--- src/sv/alg_pkg.sv ---
// Shared constants and types for the audio loopback gain FIFO.
`timescale 1ns / 1ps

package alg_pkg;

    // Ring geometry.
    localparam int RING_FRAMES = 4096;
    localparam int PTR_W       = $clog2(RING_FRAMES);
    localparam int FILL_W      = $clog2(RING_FRAMES + 1);

    // Field and register widths.
    localparam int SAMPLE_W = 16;
    localparam int GAIN_W   = 16;
    localparam int FRAME_W  = 2 * SAMPLE_W;
    localparam int PROD_W   = 32;
    localparam int FRAC_W   = 14;
    localparam int CFG_IDX_W = 2;

    // Register reset values.
    localparam logic [GAIN_W-1:0] GAIN_RESET = GAIN_W'(8192);

    // Operation codes.
    localparam logic OP_PUSH = 1'b0;
    localparam logic OP_PULL = 1'b1;

    // Configuration register indexes.
    typedef enum logic [CFG_IDX_W-1:0] {
        CFG_GAIN_CH0 = 2'd0,
        CFG_GAIN_CH1 = 2'd1,
        CFG_PLAY_EN  = 2'd2
    } t_cfg_idx;

    // Pipeline control shared by the gain lanes.
    typedef struct packed {
        logic en_mul;   // product stage loads
        logic en_out;   // output stage loads
        logic hit_mul;  // product stage holds a frame from the ring
    } t_stage_ctl;

endpackage

--- src/sv/alg_ring_ctrl.sv ---
// Write pointer, read pointer and fill count of the frame ring.
`timescale 1ns / 1ps

module alg_ring_ctrl
    import alg_pkg::*;
(
    input  logic             i_clk,
    input  logic             i_rst_n,
    input  logic             i_push,
    input  logic             i_pop,
    output logic [PTR_W-1:0] o_wr_ptr,
    output logic [PTR_W-1:0] o_rd_ptr,
    output logic             o_not_empty
);

    localparam logic [PTR_W-1:0]  PTR_LAST = PTR_W'(RING_FRAMES - 1);
    localparam logic [FILL_W-1:0] FILL_MAX = FILL_W'(RING_FRAMES);

    logic [PTR_W-1:0]  r_wr_ptr, n_wr_ptr;
    logic [PTR_W-1:0]  r_rd_ptr, n_rd_ptr;
    logic [FILL_W-1:0] r_fill, n_fill;
    logic              w_full;
    logic [PTR_W-1:0]  w_wr_inc, w_rd_inc;

    assign w_full   = (r_fill == FILL_MAX);
    assign w_wr_inc = (r_wr_ptr == PTR_LAST) ? '0 : r_wr_ptr + PTR_W'(1);
    assign w_rd_inc = (r_rd_ptr == PTR_LAST) ? '0 : r_rd_ptr + PTR_W'(1);

    // A push into a full ring drops the oldest frame; a pop frees one.
    always_comb begin
        n_wr_ptr = r_wr_ptr;
        n_rd_ptr = r_rd_ptr;
        n_fill   = r_fill;
        if (i_push) begin
            n_wr_ptr = w_wr_inc;
            if (w_full) begin
                n_rd_ptr = w_rd_inc;
            end else begin
                n_fill = r_fill + FILL_W'(1);
            end
        end else if (i_pop) begin
            n_rd_ptr = w_rd_inc;
            n_fill   = r_fill - FILL_W'(1);
        end
    end

    always_ff @(posedge i_clk) begin
        if (!i_rst_n) begin
            r_wr_ptr <= '0;
            r_rd_ptr <= '0;
            r_fill   <= '0;
        end else begin
            r_wr_ptr <= n_wr_ptr;
            r_rd_ptr <= n_rd_ptr;
            r_fill   <= n_fill;
        end
    end

    assign o_wr_ptr    = r_wr_ptr;
    assign o_rd_ptr    = r_rd_ptr;
    assign o_not_empty = (r_fill != '0);

endmodule

--- config.mk ---
export PLATFORM = sky130hd
export DESIGN_NAME = alg_ring_ctrl
export DESIGN_NICKNAME = d
export VERILOG_FILES = /design/src/sv/alg_pkg.sv /design/src/sv/alg_ring_ctrl.sv
export SDC_FILE = /design/constraint.sdc
export NUM_CORES = 1
export LEC_CHECK = 0
export BUFFER_PORTS_ARGS = -buffer_cell sky130_fd_sc_hd__buf_4
export CAP_MARGIN = 20
export CORE_ASPECT_RATIO = 0.8
export CORE_UTILIZATION = 45
export DETAILED_ROUTE_END_ITERATION = 8
export GPL_TIMING_DRIVEN = 1
export PLACE_DENSITY = 0.65
export SETUP_SLACK_MARGIN = 0.05
export SKIP_CTS_REPAIR_TIMING = 1
export SYNTH_ARGS = -nofsm -noshare
export SYNTH_HDL_FRONTEND = slang
export SYNTH_SLANG_ARGS = --single-unit
--- constraint.sdc ---
create_clock -name i_clk -period 3.25 [get_ports i_clk]
set_input_delay 0 -clock i_clk [delete_from_list [all_inputs] [get_ports i_clk]]
set_output_delay 0 -clock i_clk [all_outputs]
set_load 0.03 [all_outputs]
* After elaboration in Yosys (flattened, before gate mapping) *
Cells that the tools add are included.

storage, ports and cells
  memory bits (writable) = 0
  bits in latches = 0
  output and inout bits = 25
  memory bits (read-only) = 0
  bits of input ports = 4
  memories kept = 0
  bits in registers = 37

cells by class
  bitwise operators = 0
  muxes and demuxes = 8
  div/mod/pow operators = 0
  $add $sub $neg = 4
  shifts and indexed selects = 0
  reductions and logical operators = 4
  $mul = 0
  eq/ne operators = 5
  magnitude comparators = 0

operator list
  operator               count
  $mux 12                5
  $mux 13                3
  $add 12x1->12 const B  2
  $eq 12x12->1 const B   2
  $add 13x1->13 const B  1
  $eq 13x13->1 const B   1
  $reduce_bool 13->1     1
  $sub 13x1->13 const B  1
  $reduce_and 2->1       2
  $ne 2x1->1 const B     1
  $ne 2x2->1 const B     1
  $reduce_bool 2->1      1

* Depth between registers and ports, before layout *
  depth after elaboration = 4
  mapped depth = 9
  mapped depth without buffers = 8

* Worst setup path before layout *
OpenSTA, ideal clock, no wires.

  path kind = register to register
  start = register r_fill[0]
  end = register r_fill[10]
  setup slack = 1.222 ns
  stages on the path, launching flop included = 9
  data arrival time = 1.966 ns
  path buffers = 0
  data required time = 3.188 ns
  clock period less this slack = 2.028 ns
  path through = dfxtp_1 -> inv_1 -> fa_1 -> nand2b_1 -> a21o_1 -> a21oi_1 -> o211ai_1 -> a2111o_1 -> nand3_1

on the way
  longest elaborated chain between the ends = 3
  elaborated cells on any way between the ends = 8
  those cells by class = add/sub: 2; eq/ne: 2; mux: 3; reduce/logical: 1

ends and longest elaborated chain
  item                                                line                 source
  start: declaration                                  alg_ring_ctrl.sv:21  logic [FILL_W-1:0] r_fill, n_fill;
  start signal: assignment                            alg_ring_ctrl.sv:55  r_fill <= n_fill;
  $sub 13x1->13 (tied with other cells)               alg_ring_ctrl.sv:43  n_fill = r_fill - FILL_W'(1);
  $mux 13 (tied with other cells)                     alg_ring_ctrl.sv:41  end else if (i_pop) begin
  $mux 13 / $reduce_and 2->1 (equally long branches)  -

Parallel ways exist; a longest one is shown, timed or not. The select of a mux whose other input is x is not followed.
A chain may end at the register's enable or synchronous reset.

* Worst setup path in the final report *
Ends and elaborated chain as after synthesis.

==> reports/metrics.cfg <==
[synth]
synthesis.nets = 278
yosys_warnings = 0
yosysTopAreaCellShare = 0.3402
syn_inst = 260
synth.area.top_cells = dfxtp_1 34%, ha_1 7.5%, xor2_1 6.0%, nand2_1 4.8%, nor2_1 4.8%
syn_area_per_cell_sq_um = 8.373
synth_ff_type = dfxtp_1
synthArstFlopShare = 0
synth-seq-area-share = 0.3402
synth_edf_count = 0
ys_ff_latch = 37
yosysUniqueCellTypes = 44
synth_area_sq_um = 2177
yosys.area.top_type = dfxtp_1

[detailed_routing]
ant_nets = 0
wl_um = 4694
wl_per_cell_um = 13.41
drt_first_pass_iters = 4
drc = 0
via_per_inst = 5.500
vias = 1925
drt-initial-drc-count = 110

[floorplanning]
die_y_um = 64.21
initial_utilization = 0.4708
die_area_sq_um = 5122
core_area_sq_um = 4624
fp.dieW_um = 79.77
io_pins = 29
fp-row-count = 22

[global_route]
grt_use_total = 0.2013
grt_max_degree = 24
grt_pass1_wl_um = 8086
antenna_found_initial = 0
grt_pass1_vias = 1735
grt_overflow_total = 0

[setup_path]
crit_family = compound AO/OA/AOI/OAI gates
cp_slowest_stage_delay_ns = 0.44
crit_chain = inv_1 -> fa_1 -> nand2b_1 -> a21o_1 -> a21oi_1 -> o211ai_1 -> a2111o_1 -> nand3_1
cp-end-kind = flop
cp.depth = 8
endpoint = r_fill[10]
path_buf_inv = 1
crit_path_start_kind = flop
reg2reg_setup_slack_ns = 1.01
r2r-start = r_fill[0]
crit_path_max_fanout = 4
criticalPathCategory = flop to flop
r2r_cells = 8
cp.required_ns = 3.48
crit_path_top_delay_cell = dfxtp_1
worst_r2r_endpoint = r_fill[10]
critPathArrivalTime_ns = 2.47
setup.worst_path.start = r_fill[0]

[place]
portBuffers = 28
postPlaceCellArea_sq_um = 2437
post-dp-hpwl_um = 3377
place.gp.congestion = 0.7942

[timing]
hold_violations = 0
tns_ns = 0
tightestPinTransition_ns = 0.7903
clock_skew_ns = 0.004867
setup_violations = 0
fmax_mhz = 446.5
drv_slew = 0
min_period_ns = 2.239
fin_crit_sh = 0.6891
slew_headroom = 0.4726
rsz0062_at_grt = false

[final_layout]
finalNetCount = 307
nFillCells = 441
fin_area_sq_um = 2554
layout-area-overhead-vs-synth_pct = 17.30
drive_gt1_frac = 0.1586
n_antenna_cell = 0

[power]
p_leak_nw = 1.034
vdd_drop_max_mv = 0.4020
power_density_nw_per_um2 = 552.7

[job]
cap_violations = 0

[worst_hold_path]
min_path_type = primary input to flop
min_from = i_rst_n

[cts]
htreeDepth = 2
clock_path_buffers = 2
tritoncts = done
clkLatencyLatePin_ns = 0.29
cts.sinks = 37
cts_made_buffers = 5
clk_pin_slew_ns = 0.07
root_buffer = clkbuf_8

[outcome]
status = finished, final reports clean

## cell usage after synthesis, drive strengths merged, types with 2 or more instances
| library cell | instances |
|---|---|
| a211oi | 2 |
| a21o | 6 |
| a21oi | 20 |
| a31oi | 2 |
| and3 | 5 |
| and4 | 2 |
| buf | 2 |
| clkbuf | 4 |
| dfxtp | 37 |
| ha | 13 |
| inv | 7 |
| nand2 | 28 |
| nand2b | 3 |
| nand3 | 18 |
| nand4 | 12 |
| nor2 | 29 |
| nor3 | 8 |
| nor4 | 6 |
| nor4b | 3 |
| o211ai | 3 |
| o21a | 3 |
| o21ai | 6 |
| o31ai | 3 |
| or3 | 3 |
| xnor2 | 10 |
| xor2 | 15 |
## worst min path at each step
stage / end / slack, ns / cells after the start
2_1_floorplan: r_fill[1] / 0.25 / 2
3_3_place_gp: r_fill[8] / 0.33 / 2
3_5_place_dp: r_fill[8] / 0.34 / 2
4_1_cts: r_fill[8] / 0.04 / 2
5_1_grt: r_fill[8] / 0.06 / 2
6_report: r_fill[8] / 0.04 / 2
## registers in the layout, indices dropped and copies added (netlist names)
name      cells
r_fill       13
o_wr_ptr     12
o_rd_ptr     12
## area by class of cell
type                    instances  area, sq um  area share
clock buffers                   7        86.33     0.03381
clock inverters                 1        30.03     0.01176
inverters                       7        26.28     0.01029
multi-input cells             210         1385      0.5424
flip-flops and latches         37        740.7      0.2901
well taps                      60        75.07     0.02940
repair buffers                 28        210.2     0.08231
## placed cells by master, fill, tap and decap left out, drive strengths merged, types with 2 or more instances in the layout
| master | n |
|---|---|
| ha | 13 |
| and3 | 5 |
| o31ai | 3 |
| nand2 | 28 |
| inv | 7 |
| xnor2 | 10 |
| a211oi | 2 |
| o211ai | 3 |
| a31oi | 2 |
| buf | 28 |
| a21o | 6 |
| or3 | 3 |
| nand4 | 12 |
| dfxtp | 37 |
| nand2b | 3 |
| nor3 | 8 |
| o21ai | 6 |
| and4 | 2 |
| nand3 | 18 |
| a21oi | 20 |
| nor4b | 3 |
| clkbuf | 7 |
| nor2 | 29 |
| o21a | 3 |
| xor2 | 15 |
| nor4 | 6 |
## metal layers
metal,global-route usage,vias up,share of wire
li1,-,996,-
met4,0.06027,0,0.013
met5,0,-,0
met1,0.2811,884,0.53
met2,0.3056,38,0.41
met3,0.04714,7,0.039
## stage by stage
stage          instances  power [W]  utilization  hold WS, ns  worst slack [ns]
2_1_floorplan        260  0.0009062            -       0.2505             1.222
3_3_place_gp         342  0.0009953       0.5271       0.3339             1.089
3_5_place_dp         342  0.0009978       0.5271       0.3366             1.024
4_1_cts              350   0.001422       0.5522      0.03566             1.035
5_1_grt              350   0.001495       0.5522      0.05970            0.8934
6_report             350   0.001411       0.5522      0.04490             1.011
## power by group
group          switching (W)  internal, W  leakage, nW
clock               0.000167     0.000250       0.0585
combinational       0.000244     0.000191        0.673
sequential         0.0000587     0.000501        0.302
## kinds of logic after synthesis
logic type	synth area share
buffers and inverters	0.02356
XOR/XNOR	0.1006
AO/OA/AOI/OAI	0.1454
adder cells (fa/ha/maj)	0.08391
flip-flops	0.3402
multiplexers	0.004598
AND/OR/NAND/NOR	0.3017
Note: power is estimated with default switching activity, not from simulation.
