File: config.mk
export PLATFORM = sky130hd
export DESIGN_NAME = alg_gain_lane
export DESIGN_NICKNAME = d
export VERILOG_FILES = /design/src/sv/alg_pkg.sv /design/src/sv/alg_gain_lane.sv
export SDC_FILE = /design/constraint.sdc
export NUM_CORES = 1
export LEC_CHECK = 0
export ABC_CLOCK_PERIOD_IN_PS = 8100
export BUFFER_PORTS_ARGS = -buffer_cell sky130_fd_sc_hd__buf_2
export CAP_MARGIN = 5
export CORE_UTILIZATION = 58
export CTS_CLUSTER_SIZE = 8
export DETAILED_ROUTE_END_ITERATION = 12
export PLACE_DENSITY = 0.76
export SYNTH_ARGS = -nofsm -noshare
export SYNTH_HDL_FRONTEND = slang
export SYNTH_SLANG_ARGS = --single-unit
File: constraint.sdc
create_clock -name i_clk -period 8.1 [get_ports i_clk]
set_input_delay 0 -clock i_clk [delete_from_list [all_inputs] [get_ports i_clk]]
set_output_delay 0 -clock i_clk [all_outputs]
set_load 0.02 [all_outputs]
File: src/sv/alg_pkg.sv
// Shared constants and types for the audio loopback gain FIFO.
`timescale 1ns / 1ps

package alg_pkg;

    // Ring geometry.
    localparam int RING_FRAMES = 4096;
    localparam int PTR_W       = $clog2(RING_FRAMES);
    localparam int FILL_W      = $clog2(RING_FRAMES + 1);

    // Field and register widths.
    localparam int SAMPLE_W = 16;
    localparam int GAIN_W   = 16;
    localparam int FRAME_W  = 2 * SAMPLE_W;
    localparam int PROD_W   = 32;
    localparam int FRAC_W   = 14;
    localparam int CFG_IDX_W = 2;

    // Register reset values.
    localparam logic [GAIN_W-1:0] GAIN_RESET = GAIN_W'(8192);

    // Operation codes.
    localparam logic OP_PUSH = 1'b0;
    localparam logic OP_PULL = 1'b1;

    // Configuration register indexes.
    typedef enum logic [CFG_IDX_W-1:0] {
        CFG_GAIN_CH0 = 2'd0,
        CFG_GAIN_CH1 = 2'd1,
        CFG_PLAY_EN  = 2'd2
    } t_cfg_idx;

    // Pipeline control shared by the gain lanes.
    typedef struct packed {
        logic en_mul;   // product stage loads
        logic en_out;   // output stage loads
        logic hit_mul;  // product stage holds a frame from the ring
    } t_stage_ctl;

endpackage

File: src/sv/alg_gain_lane.sv
// One channel of gain: multiply, then round half to even and saturate; a frame not from the ring gives zero.
`timescale 1ns / 1ps

module alg_gain_lane
    import alg_pkg::*;
(
    input  logic                       i_clk,
    input  t_stage_ctl                 i_ctl,
    input  logic signed [SAMPLE_W-1:0] i_sample,
    input  logic        [GAIN_W-1:0]   i_gain,
    output logic signed [SAMPLE_W-1:0] o_sample
);

    localparam int Q_W = PROD_W - FRAC_W + 1;
    localparam logic [FRAC_W-1:0] HALF = FRAC_W'(1) << (FRAC_W - 1);
    localparam logic signed [Q_W-1:0] Q_MAX = Q_W'(32767);
    localparam logic signed [Q_W-1:0] Q_MIN = -Q_W'(32768);

    logic signed [PROD_W-1:0]   r_prod;
    logic signed [PROD_W-1:0]   w_prod;
    logic signed [Q_W-1:0]      w_floor;
    logic signed [Q_W-1:0]      w_round;
    logic        [FRAC_W-1:0]   w_rem;
    logic                       w_up;
    logic signed [SAMPLE_W-1:0] n_sample;
    logic signed [SAMPLE_W-1:0] r_sample;

    // Product stage: signed sample times unsigned gain.
    assign w_prod = PROD_W'(i_sample) * $signed({1'b0, i_gain});

    always_ff @(posedge i_clk) begin
        if (i_ctl.en_mul) begin
            r_prod <= w_prod;
        end
    end

    // Round to nearest with ties to even, then clamp to 16 bits.
    assign w_floor = Q_W'($signed(r_prod[PROD_W-1:FRAC_W]));
    assign w_rem   = r_prod[FRAC_W-1:0];
    assign w_up    = (w_rem > HALF) || ((w_rem == HALF) && w_floor[0]);
    assign w_round = w_floor + Q_W'(w_up);

    always_comb begin
        if (!i_ctl.hit_mul) begin
            n_sample = '0;
        end else if (w_round > Q_MAX) begin
            n_sample = SAMPLE_W'(Q_MAX);
        end else if (w_round < Q_MIN) begin
            n_sample = SAMPLE_W'(Q_MIN);
        end else begin
            n_sample = SAMPLE_W'(w_round);
        end
    end

    always_ff @(posedge i_clk) begin
        if (i_ctl.en_out) begin
            r_sample <= n_sample;
        end
    end

    assign o_sample = r_sample;

endmodule
## After elaboration in Yosys (flattened, before gate mapping)

Index checks and enable logic that the tools add are counted.

| storage, ports and cells | value |
|---|---|
| register bits after elaboration | 48 |
| bits in latches | 0 |
| RAM bits | 0 |
| memory bits (read-only) | 0 |
| input bits | 36 |
| logic and storage cells | 15 |
| memories kept | 0 |

| operators by class | value |
|---|---|
| $add $sub $neg | 1 |
| multiply operators | 1 |
| div/mod/pow operators | 0 |
| order comparisons | 3 |
| equality and inequality tests | 1 |
| shift operators | 0 |
| mux-type cells | 2 |
| bitwise gates (word level) | 1 |
| reduce and logical (&&, ||, !) cells | 3 |

Operators with widths:

| operator | number |
|---|---|
| 16-bit by 17-bit multiplier with 32-bit output | 1 |
| 18-bit by 2-bit adder with 19-bit output | 1 |
| 19-bit by 16-bit greater-than comparator with 1-bit output, second input constant | 1 |
| 19-bit by 16-bit < comparator with 1-bit output, second input constant | 1 |
| 16-bit 2-to-1 mux | 1 |
| 15-bit 2-to-1 mux | 1 |
| 14-bit equality test, second input constant | 1 |
| 14-bit greater-than comparator, second input constant | 1 |
| 2-bit OR reduction | 1 |
| 1-bit logical AND | 1 |
| 1-bit logical OR | 1 |
| 1-bit inverter | 1 |

## Depth between registers and ports, before layout

Gate-level depths: netlist of the first run.

| depth | value |
|---|---|
| depth after elaboration | 7 |
| depth in mapped cells | 22 |
| mapped depth without buffers | 20 |

## Least setup slack after synthesis of the first run

No wires, ideal clock.

| path | value |
|---|---|
| kind | input-to-reg |
| start | input i_gain[7] |
| end | register r_prod[29] (data pin) |
| data arrival time | 5.140 ns |
| setup slack | 2.692 ns |
| stages on the path | 21 |
| buffers on the path | 1 |
| path through | clkbuf_1 > nand2_1 > fa_1 > inv_1 > fa_1 > inv_1 > fa_1 > inv_1 > fa_1 > fa_1 > inv_1 > fa_1 > inv_1 > ha_1 > and4_1 > o2111ai_1 > a31oi_1 > nor2b_1 > o31a_1 > o311ai_2 > xor2_1 |

| between the ends | value |
|---|---|
| cells in the longest elaborated chain, start to end | 1 |

Ends and longest elaborated chain:

| element | RTL line | text |
|---|---|---|
| from (decl) | alg_gain_lane.sv:10 | `input logic [GAIN_W-1:0] i_gain,` |
| 16-bit by 17-bit multiplier with 32-bit output | alg_gain_lane.sv:29 | `assign w_prod = PROD_W'(i_sample) * $signed({1'b0, i_gain});` |
| via w_prod[29] | alg_gain_lane.sv:20 | `logic signed [PROD_W-1:0] w_prod;` |
| to (signal assigned) | alg_gain_lane.sv:33 | `r_prod <= w_prod;` |
| to (decl) | alg_gain_lane.sv:19 | `logic signed [PROD_W-1:0] r_prod;` |

The timed path passes the listed nets, and every way through them passes these cells.
A chain may end at the register's enable or synchronous reset.

## Worst setup path in the final report of the first run

| path | value |
|---|---|
| start | input i_sample[7] |
| end | register r_prod[29] (data pin) |

| between the ends | value |
|---|---|
| cells in the longest elaborated chain, start to end | 1 |

Ends and longest elaborated chain:

| element | RTL line | text |
|---|---|---|
| from (decl) | alg_gain_lane.sv:9 | `input logic signed [SAMPLE_W-1:0] i_sample,` |
| 16-bit by 17-bit multiplier with 32-bit output | alg_gain_lane.sv:29 |  |
| via w_prod[29] | alg_gain_lane.sv:20 |  |

The timed path passes the listed nets, and every way through them passes these cells.

==> impl_metrics.ini, run 1 <==
[run_status]
outcome = completed

[route]
via_per_inst = 5.573
wl_per_cell_um = 16.22
wl_um = 22530
ant_nets = 0
dr_total_vias = 7741
dr.pass1.iters = 5
drtIter0Drc = 368
drcViolationCount = 0

[critical_path]
reg2reg_depth = 8
cp.required_ps = 8120
crit_arrival_ps = 5640
endpoint_kind = register
criticalPathCategory = input pin to register
cp-start-kind = input pin
crit_fanout = 16

[min_path]
min_path_cells = 3
hold_path_class = input pin to register

[clock_tree]
postCtsHoldBufs = 0
clock_latency_ps = 290
cts_made_buffers = 5
cts_setup_buffers = 0
cts-root-buf = clkbuf_16
cts_tree = built
clockBufferDepth = 2
htreeDepth = 2
clock-sinks = 48
clkTransAtPathRegs_ps = 60
post_cts_resized = 0

[floorplanning]
die_h_um = 137.8
dieWidth_um = 137.8
initial_utilization_pct = 59.37
core_sq_mm = 0.01802
rows = 49
io_pins = 52
die_area_sq_mm = 0.01900

[cells_and_area]
design_area_sq_mm = 0.01124
fin_nets = 1507
multiInputGateArea_sq_mm = 0.008155
n_antenna_cell = 0
n_fill_cell = 1565
area_delta_synth_final_pct = 4.993
ff_latch_area_sq_mm = 0.001441
drive_gt1_share_pct = 6.466

[place]
routabilityCongestion = 0.8918
placed_area_sq_mm = 0.01109
post-dp-hpwl_um = 18390
place_worst_setup_slack_ps = 2212
port_buffers = 51

[timing]
fmax_mhz = 178.2
worst_slew_pin_slew_ps = 692.3
hold_slack_ps = 100.1
setup_viol = 0
slew_viol_final = 0
fin_tns_setup_ps = 0
period_needed_ps = 5613
fin_crit_sh_pct = 69.30
layout_setup_ws_ps = 2487
rsz0062_at_grt = false
slew_headroom_pct = 53.85
finalHoldViolCount = 0
fin_skew_ps = 4.067

[global_routing]
grt_usage_pct = 25.63
grt_pass1_wl_um = 37690
grt-ovfl-total = 0
grt_pass1_vias = 8052
antenna_found_initial = 0
grt_start_max_net_pins = 33

[synth]
synth-seq-area-share_pct = 13.47
synthArstFlopShare_pct = 0
synth_cells = 1138
yosys.cell_types.count = 52
synth-edff-count = 48
ys_ff_latch = 48
synth.avg_cell_area_sq_um = 9.404
yosysWarnings = 0
yosys.area.top_type_share_pct = 36.29
ys.flop_type = edfxtp_1
syn_area_sq_mm = 0.01070
post-synth-top-area-cell = fa_1
synth_nets = 1486
synthTopCellsByArea = fa_1 (36%), ha_1 (14%), edfxtp_1 (13%)

[run]
cap_violations = 0
## worst max-delay path: stages
cell and delay, ps:
buf_2 300, nand2_1 130, fa_1 550, inv_1 50, fa_1 500, inv_1 60, fa_1 520, inv_1 50
fa_1 460, fa_1 500, inv_1 50, fa_1 470, inv_1 40, ha_1 370, and4_1 240, o2111ai_1 100
a31oi_1 260, nor2b_1 130, o31a_1 370, o311ai_2 340, xor2_1 130
## state kept, by name, indices dropped and copies added (netlist names)
register / flops
o_sample: 16
r_prod: 32
## through the flow
stage	utilization [%]	instances
after CTS	62.34	1389
after detailed placement	61.54	1381
after global routing	62.34	1389
after global placement	61.54	1381
final	62.34	1389
after floorplan	-	1138
## final timing paths
check | from | to | slack, ps
hold reg to reg | r_prod[26]$_DFFE_PP_ | o_sample[12]$_SDFFCE_PN0P_ | 660
setup reg to reg | r_prod[14]$_DFFE_PP_ | o_sample[14]$_SDFFCE_PN0P_ | 5390
setup / recovery | i_sample[7] | r_prod[29]$_DFFE_PP_ | 2490
hold / removal | i_ctl[0] | o_sample[15]$_SDFFCE_PP0P_ | 100
## Yosys cell counts (all sizes together) (4+ instances only)
| library cell | n |
|---|---|
| inv | 254 |
| a21o | 9 |
| fa | 194 |
| nand3 | 13 |
| a31oi | 7 |
| nand2 | 150 |
| a21oi | 28 |
| nor2 | 24 |
| edfxtp | 48 |
| nand4 | 5 |
| xor2 | 19 |
| nand2b | 6 |
| xnor2 | 26 |
| and3 | 7 |
| ha | 118 |
| and2 | 120 |
| nor3 | 4 |
| clkbuf | 33 |
| buf | 4 |
| o21ai | 23 |
## routing by layer
metal / global-route usage [%] / up-vias / part of all wire, %
li1: - / 3548 / -
met1: 32.43 / 3917 / 41
met2: 44.47 / 218 / 51
met3: 3.937 / 58 / 4.7
met4: 9.058 / 0 / 3.2
met5: 0 / - / 0
## area by class of cell
type / instances / area share, %
Clock inverter: 3 / 0.1670
Inverter: 254 / 8.486
Tap cell: 229 / 2.550
Timing Repair Buffer: 51 / 2.272
Sequential cell: 48 / 12.83
Multi-Input combinational cell: 799 / 72.58
Clock buffer: 5 / 1.114
## placed cells by master, fill, tap and decap left out, drive strengths merged, types with 4 or more instances in the layout
| cell | Yosys | routed |
|---|---|---|
| ha | 118 | 118 |
| a21o | 9 | 9 |
| fa | 194 | 194 |
| xor2 | 19 | 19 |
| and2 | 120 | 120 |
| nor3 | 4 | 4 |
| nand4 | 5 | 5 |
| nor2 | 24 | 24 |
| inv | 254 | 254 |
| a31oi | 7 | 7 |
| clkbuf | 33 | 5 |
| nand2b | 6 | 6 |
| o21ai | 23 | 23 |
| a21oi | 28 | 28 |
| nand3 | 13 | 13 |
| edfxtp | 48 | 48 |
| nand2 | 150 | 150 |
| buf | 4 | 51 |
| xnor2 | 26 | 26 |
| and3 | 7 | 7 |
## logic make-up after synthesis
kind of cell | after synthesis | synth area share [%]
flip-flops | 48 | 13.47
AO/OA/AOI/OAI | 101 | 6.512
AND/OR/NAND/NOR | 340 | 15.83
multiplexers | 1 | 0.09354
buffers and inverters | 291 | 10.32
adder cells (fa/ha/maj) | 312 | 50.09
XOR/XNOR | 45 | 3.683
Power of run 1 is not shown: default switching activity piles up to over one toggle a cycle in this logic, so the estimate is an artifact.
==> inputs of run 2 (changes only) <==
--- a/config.mk
+++ b/config.mk
@@ -5,13 +5,14 @@
 export SDC_FILE = /design/constraint.sdc
 export NUM_CORES = 1
 export LEC_CHECK = 0
-export ABC_CLOCK_PERIOD_IN_PS = 8100
+export ABC_AREA = 1
+export ABC_CLOCK_PERIOD_IN_PS = 4700
 export BUFFER_PORTS_ARGS = -buffer_cell sky130_fd_sc_hd__buf_2
 export CAP_MARGIN = 5
 export CORE_UTILIZATION = 58
 export CTS_CLUSTER_SIZE = 8
 export DETAILED_ROUTE_END_ITERATION = 12
-export PLACE_DENSITY = 0.76
+export PLACE_DENSITY = 0.79
 export SYNTH_ARGS = -nofsm -noshare
 export SYNTH_HDL_FRONTEND = slang
 export SYNTH_SLANG_ARGS = --single-unit
==> constraint.sdc (replaced) <==
create_clock -name i_clk -period 4.7 [get_ports i_clk]
set_input_delay 0 -clock i_clk [delete_from_list [all_inputs] [get_ports i_clk]]
set_output_delay 0 -clock i_clk [all_outputs]
set_load 0.02 [all_outputs]
==> run 2 against run 1 <==
  * The flow now finishes with violations (setup timing)
  * Count of clock-buffer cells in the layout unchanged
  * Synthesized cell count up 29%
  * Sequential share of layout area fell by 2.1 points
  * Core utilization is 7.2 points higher
  * Wire length is 22% higher
==> impl_metrics.ini, run 2 <==
[run_status]
outcome = finished, violations left
violations = setup timing

[synth]
yosys.cell_types.count = 32
yosys-top-cells-count = inv_1 (407), nand2_1 (385), fa_1 (194)
synthArstFlopShare_pct = 0
synth-seq-area-share_pct = 12.56
synthTopCellsByArea = fa_1 (34%), inv_1 (13%), ha_1 (13%)
synth.most_common_cell = inv_1
synth.avg_cell_area_sq_um = 7.813
yosysWarnings = 0
synth_nets = 1817
ys_ff_latch = 48
yosys.area.top_type_share_pct = 33.84
synth-edff-count = 48
synth_cells = 1469
ys.flop_type = edfxtp_1
syn_area_sq_mm = 0.01148
post-synth-top-area-cell = fa_1

[global_routing]
antenna_found_initial = 0
grt_pass1_wl_um = 45890
grt_usage_pct = 28.78
grt_pass1_vias = 9964
grt_start_max_net_pins = 33
grt-ovfl-total = 0

[critical_path]
critPathBufInv = 6
criticalPathCategory = input pin to register
cp-start-kind = input pin
crit_arrival_ps = 4790
slowest_delay_ps = 560
endpoint_kind = register
crit_fanout = 4
cp_common_cell = fa_1
cp.required_ps = 4740
crit_family = adder cells
worstPathCellList = buf_6 > clkinvlp_4 > or2_4 > fa_1 > fa_1 > inv_2 > fa_1 > fa_2 > fa_1 > inv_1 > fa_1 > inv_2 > ha_4 > nand2_4 > inv_4 > nand2_4 > nor3_4 > nand4_1 > nand3_2 > xor2_2
cpMaxStageDelayCell = fa_1

[place]
port_buffers = 51
post-dp-hpwl_um = 23180
placed_area_sq_mm = 0.01285
dp.cells = 1836
routabilityCongestion = 0.9318

[route]
drtIter0Drc = 620
ant_nets = 0
drcViolationCount = 0
met2_length_um = 13980
dr_total_vias = 9479
wl_um = 27380
top_layer_used = met4
route.met3.wl_um = 1410
drt-met1-wl_um = 11030
via_per_inst = 5.121
wl_per_cell_um = 14.79
dr.pass1.iters = 5

[cells_and_area]
n_fill_cell = 1582
n_antenna_cell = 0
largest_register = r_prod
area_delta_synth_final_pct = 17.47
fin_cells = 1851
ff_latch_area_sq_mm = 0.001441
layout_commonest_cell = inv_1
multiInputGateArea_sq_mm = 0.008740
design_area_sq_mm = 0.01348
largest_register_ffs = 32
fin_nets = 1933
final_cell_mix = inv_1 (399), nand2_1 (366), fa_1 (191)
drive_gt1_share_pct = 18.66

[floorplanning]
core_sq_mm = 0.01940
die_area_sq_mm = 0.02035
dieWidth_um = 142.7
io_pins = 52
initial_utilization_pct = 59.17
rows = 51
die_h_um = 142.7

[timing]
layout_setup_ws_ps = -51.66
fmax_mhz = 210.5
fin_skew_ps = 10.64
slew_headroom_pct = 52.15
slew_viol_final = 0
rsz0062_at_grt = true
period_needed_ps = 4752
setup_viol = 2
finalHoldViolCount = 0
worst_slew_pin_slew_ps = 717.7
fin_tns_setup_ps = -77.77
fin_crit_sh_pct = 101.1

[clock_tree]
clkTransAtPathRegs_ps = 60
clock-sinks = 48
htreeDepth = 2
clock_latency_ps = 290
clockBufferDepth = 2
cts_made_buffers = 5
cts_tree = built
cts-root-buf = clkbuf_16

[min_path]
hold_path_class = input pin to register

[run]
cap_violations = 0
run 2: logic make-up (layout without fill, tap and decap cells):
logic type                 count (synthesis)  in the layout  synth area share (%)
adders and majority gates                312            312                 46.70
DFF                                       48             48                 12.56
xor gates and xnor gates                  37             37                 2.823
AOI/OAI and AO/OA                         62             62                 3.074
buffers and inverters                    469            586                 15.53
and+or+nand+nor                          541            541                 19.31
run 2: repair_timing:
item                       in CTS  in global routing
hold buffers                    0                  0
resized for setup              31                 95
pin swaps                       6                 27
setup endpoints to repair      11                 22
buffers inserted                4                  3
run 2: final cells by class:
class	instances	area share (%)
Multi-Input combinational cell	952	64.82
Inverter	408	11.40
Sequential cell	48	10.69
Timing Repair Buffer	170	9.558
Tap cell	265	2.459
Clock buffer	5	0.9280
Clock inverter	3	0.1392
run 2: layer usage:
| layer | track usage, % | vias up |
|---|---|---|
| met4 | 9.394 | 0 |
| li1 | - | 4490 |
| met5 | 0 | - |
| met3 | 2.918 | 84 |
| met2 | 53.53 | 292 |
| met1 | 34.77 | 4613 |
run 2: final timing paths:
kind / from / endpoint / cells after the start / slack, ps
setup / recovery: i_sample[15] / r_prod[21]$_DFFE_PP_ / 20 / -50
hold / removal: i_ctl[1] / o_sample[2]$_SDFFCE_PN0P_ / 1 / 120
setup reg to reg: r_prod[14]$_DFFE_PP_ / o_sample[13]$_SDFFCE_PN0P_ / 12 / 2510
hold reg to reg: r_prod[14]$_DFFE_PP_ / o_sample[0]$_SDFFCE_PN0P_ / 4 / 720
run 2: stage by stage:
stage / utilization (%) / hold WS (ps) / setup slack, ps
2_1_floorplan: - / 112.5 / 1.518
3_3_place_gp: 66.26 / 418.1 / -542.3
3_5_place_dp: 66.26 / 418.7 / -593.2
4_1_cts: 67.87 / 123.7 / -13.08
5_1_grt: 69.50 / 126.2 / -196.3
6_report: 69.50 / 124.9 / -51.66
Power of run 2 is left out for the same reason.
==> inputs of run 3 (changes only) <==
--- a/config.mk
+++ b/config.mk
@@ -12,6 +12,7 @@
 export CORE_UTILIZATION = 58
 export CTS_CLUSTER_SIZE = 8
 export DETAILED_ROUTE_END_ITERATION = 12
+export GPL_TIMING_DRIVEN = 0
 export PLACE_DENSITY = 0.79
 export SYNTH_ARGS = -nofsm -noshare
 export SYNTH_HDL_FRONTEND = slang
==> run 3 against run 2 <==
  * The flow still finishes with violations (setup timing)
  * Hold slack improved by 4.5 ps
  * Sequential cell count unchanged
  * Register-to-register slack worse by 40 ps
  * First-iteration DRC count is 35% higher
  * Wire length is 12% higher
  * Critical path depth rose by 2
  * Count of clock-buffer cells in the layout is the same
  * Setup slack worse by 75 ps
  * Core utilization up 2.0 points
  * Non-clock buffer count decreased by 45
==> impl_metrics.ini, run 3 (synthesized netlist as in run 2, its figures left out) <==
[run_status]
outcome = finished, violations left
violations = setup timing

[global_routing]
grt_pass1_vias = 10120
grt_start_max_net_pins = 33
grt_usage_pct = 30.80
grt-ovfl-total = 0
grt_pass1_wl_um = 48070
antenna_found_initial = 0

[cells_and_area]
final_cell_mix = inv_1 (382), nand2_1 (355), fa_1 (181)
layout_commonest_cell = inv_1
fin_nets = 1888
largest_register = r_prod
area_delta_synth_final_pct = 20.80
n_antenna_cell = 0
finish.utilization_pct = 71.47
design_area_sq_mm = 0.01386
largest_register_ffs = 32
drive_gt1_share_pct = 19.21

[floorplanning]
die_h_um = 142.7
rows = 51
core_sq_mm = 0.01940
initial_utilization_pct = 59.17
io_pins = 52
die_area_sq_mm = 0.02035
dieWidth_um = 142.7

[timing]
fin_tns_setup_ps = -513.8
layout_setup_ws_ps = -126.4
fmax_mhz = 207.2
fin_crit_sh_pct = 102.7
hold_slack_ps = 129.4
slew_headroom_pct = 55.05
rsz0062_at_grt = true
finalHoldViolCount = 0
period_needed_ps = 4826
setup_viol = 12
slew_viol_final = 0
worst_slew_pin_slew_ps = 674.3
fin_skew_ps = 2.149

[route]
via_per_inst = 5.365
ant_nets = 0
wl_per_cell_um = 16.96
wl_um = 30630
dr_total_vias = 9690
drcViolationCount = 0
dr.pass1.iters = 5
drtIter0Drc = 835

[critical_path]
timing.rr.end = o_sample[10]$_SDFFCE_PN0P_
crit_fanout = 8
cp-start-kind = input pin
reg2reg_depth = 13
criticalPathCategory = input pin to register
endpoint_kind = register
cp_common_cell = inv_2
cp.required_ps = 4720
crit_arrival_ps = 4840
r2r_setup_slack_ps = 2470
r2r-start = r_prod[14]$_DFFE_PP_
worstPathCellList = clkbuf_16 > clkbuf_16 > nand2_4 > inv_2 > fa_1 > inv_2 > fa_2 > inv_2 > fa_2 > fa_1 > fa_1 > inv_2 > fa_2 > inv_2 > ha_4 > nand2_4 > inv_4 > nand2_4 > nor2_2 > nand4_1 > nand4_1 > nand2_1
cpMaxStageDelayCell = fa_2
slowest_delay_ps = 600

[min_path]
worstHoldStart = i_ctl[1]
min_path_cells = 1
holdPathEnd = o_sample[10]$_SDFFCE_PN0P_
hold_path_class = input pin to register

[run]
cap_violations = 0

[clock_tree]
cts-root-buf = clkbuf_16
clkTransAtPathRegs_ps = 60
cts_tree = built
htreeDepth = 2
clockBufferDepth = 2
clock-sinks = 48
cts_made_buffers = 5
postCtsHoldBufs = 0
clock_latency_ps = 280

[place]
port_buffers = 25
routabilityCongestion = 0.9589
placed_area_sq_mm = 0.01235
post-dp-hpwl_um = 23820
==> run 3: changes by cell type in the layout (fill, tap and decap cells not counted), moves of 11 or more <==
cell       change
buf_4         -83
clkbuf_16     +23
clkbuf_8      +15
inv_1         -17
inv_2         +16
nand2_1       -11
==> run 3: timing repair <==
item / 4_1_cts / 5_1_grt
cloned: 0 / 1
setup buffers: 25 / 17
resized for setup: 157 / 107
pin swaps: 56 / 77
setup endpoints to repair: 23 / 20
endpoints found under the hold margin: 0 / 0
==> run 3: per-layer routing <==
layer  track usage (%)  vias up  part of all wire [%]
li1                  -     4418                     -
met1             37.75     4741                    38
met3             4.359      101                   7.5
met4             10.92        0                   4.3
met2             55.31      430                    50
met5                 0        -                     0
==> run 3: area by class of cell <==
class	count	area, sq um
sequential	48	1441
clock inverter	3	17.52
clock buffer	5	125.1
inverter	408	1540
multi-input combinational	952	8935
timing repair buffer	68	520.5
tap	265	331.6
fill	1461	5534
buffer	57	953.4
==> run 3: worst max-delay path, delay by kind of cell <==
kind,cells,cell delay [ps]
and+or+nand+nor,7,750
adders and majority gates,7,3490
buffers and inverters,8,570
==> run 3: worst max path at each step <==
stage / from / end / slack [ps] / cells past startpoint
final: i_sample[5] / r_prod[24]$_DFFE_PP_ / -130 / 22
after detailed placement: i_gain[10] / r_prod[18]$_DFFE_PP_ / -980 / 19
after global routing: i_sample[5] / r_prod[24]$_DFFE_PP_ / -280 / 22
after CTS: i_sample[5] / r_prod[18]$_DFFE_PP_ / -8 / 20
after global placement: i_gain[10] / r_prod[18]$_DFFE_PP_ / -930 / 19
after floorplan: i_sample[4] / r_prod[30]$_DFFE_PP_ / 2 / 23
==> run 3: metrics by stage <==
step	setup slack, ps	instances
3_5_place_dp	-981.2	1759
6_report	-126.4	1806
2_1_floorplan	1.518	1469
3_3_place_gp	-933.1	1759
4_1_cts	-8.128	1790
5_1_grt	-282.6	1806
Power of run 3 is left out for the same reason.
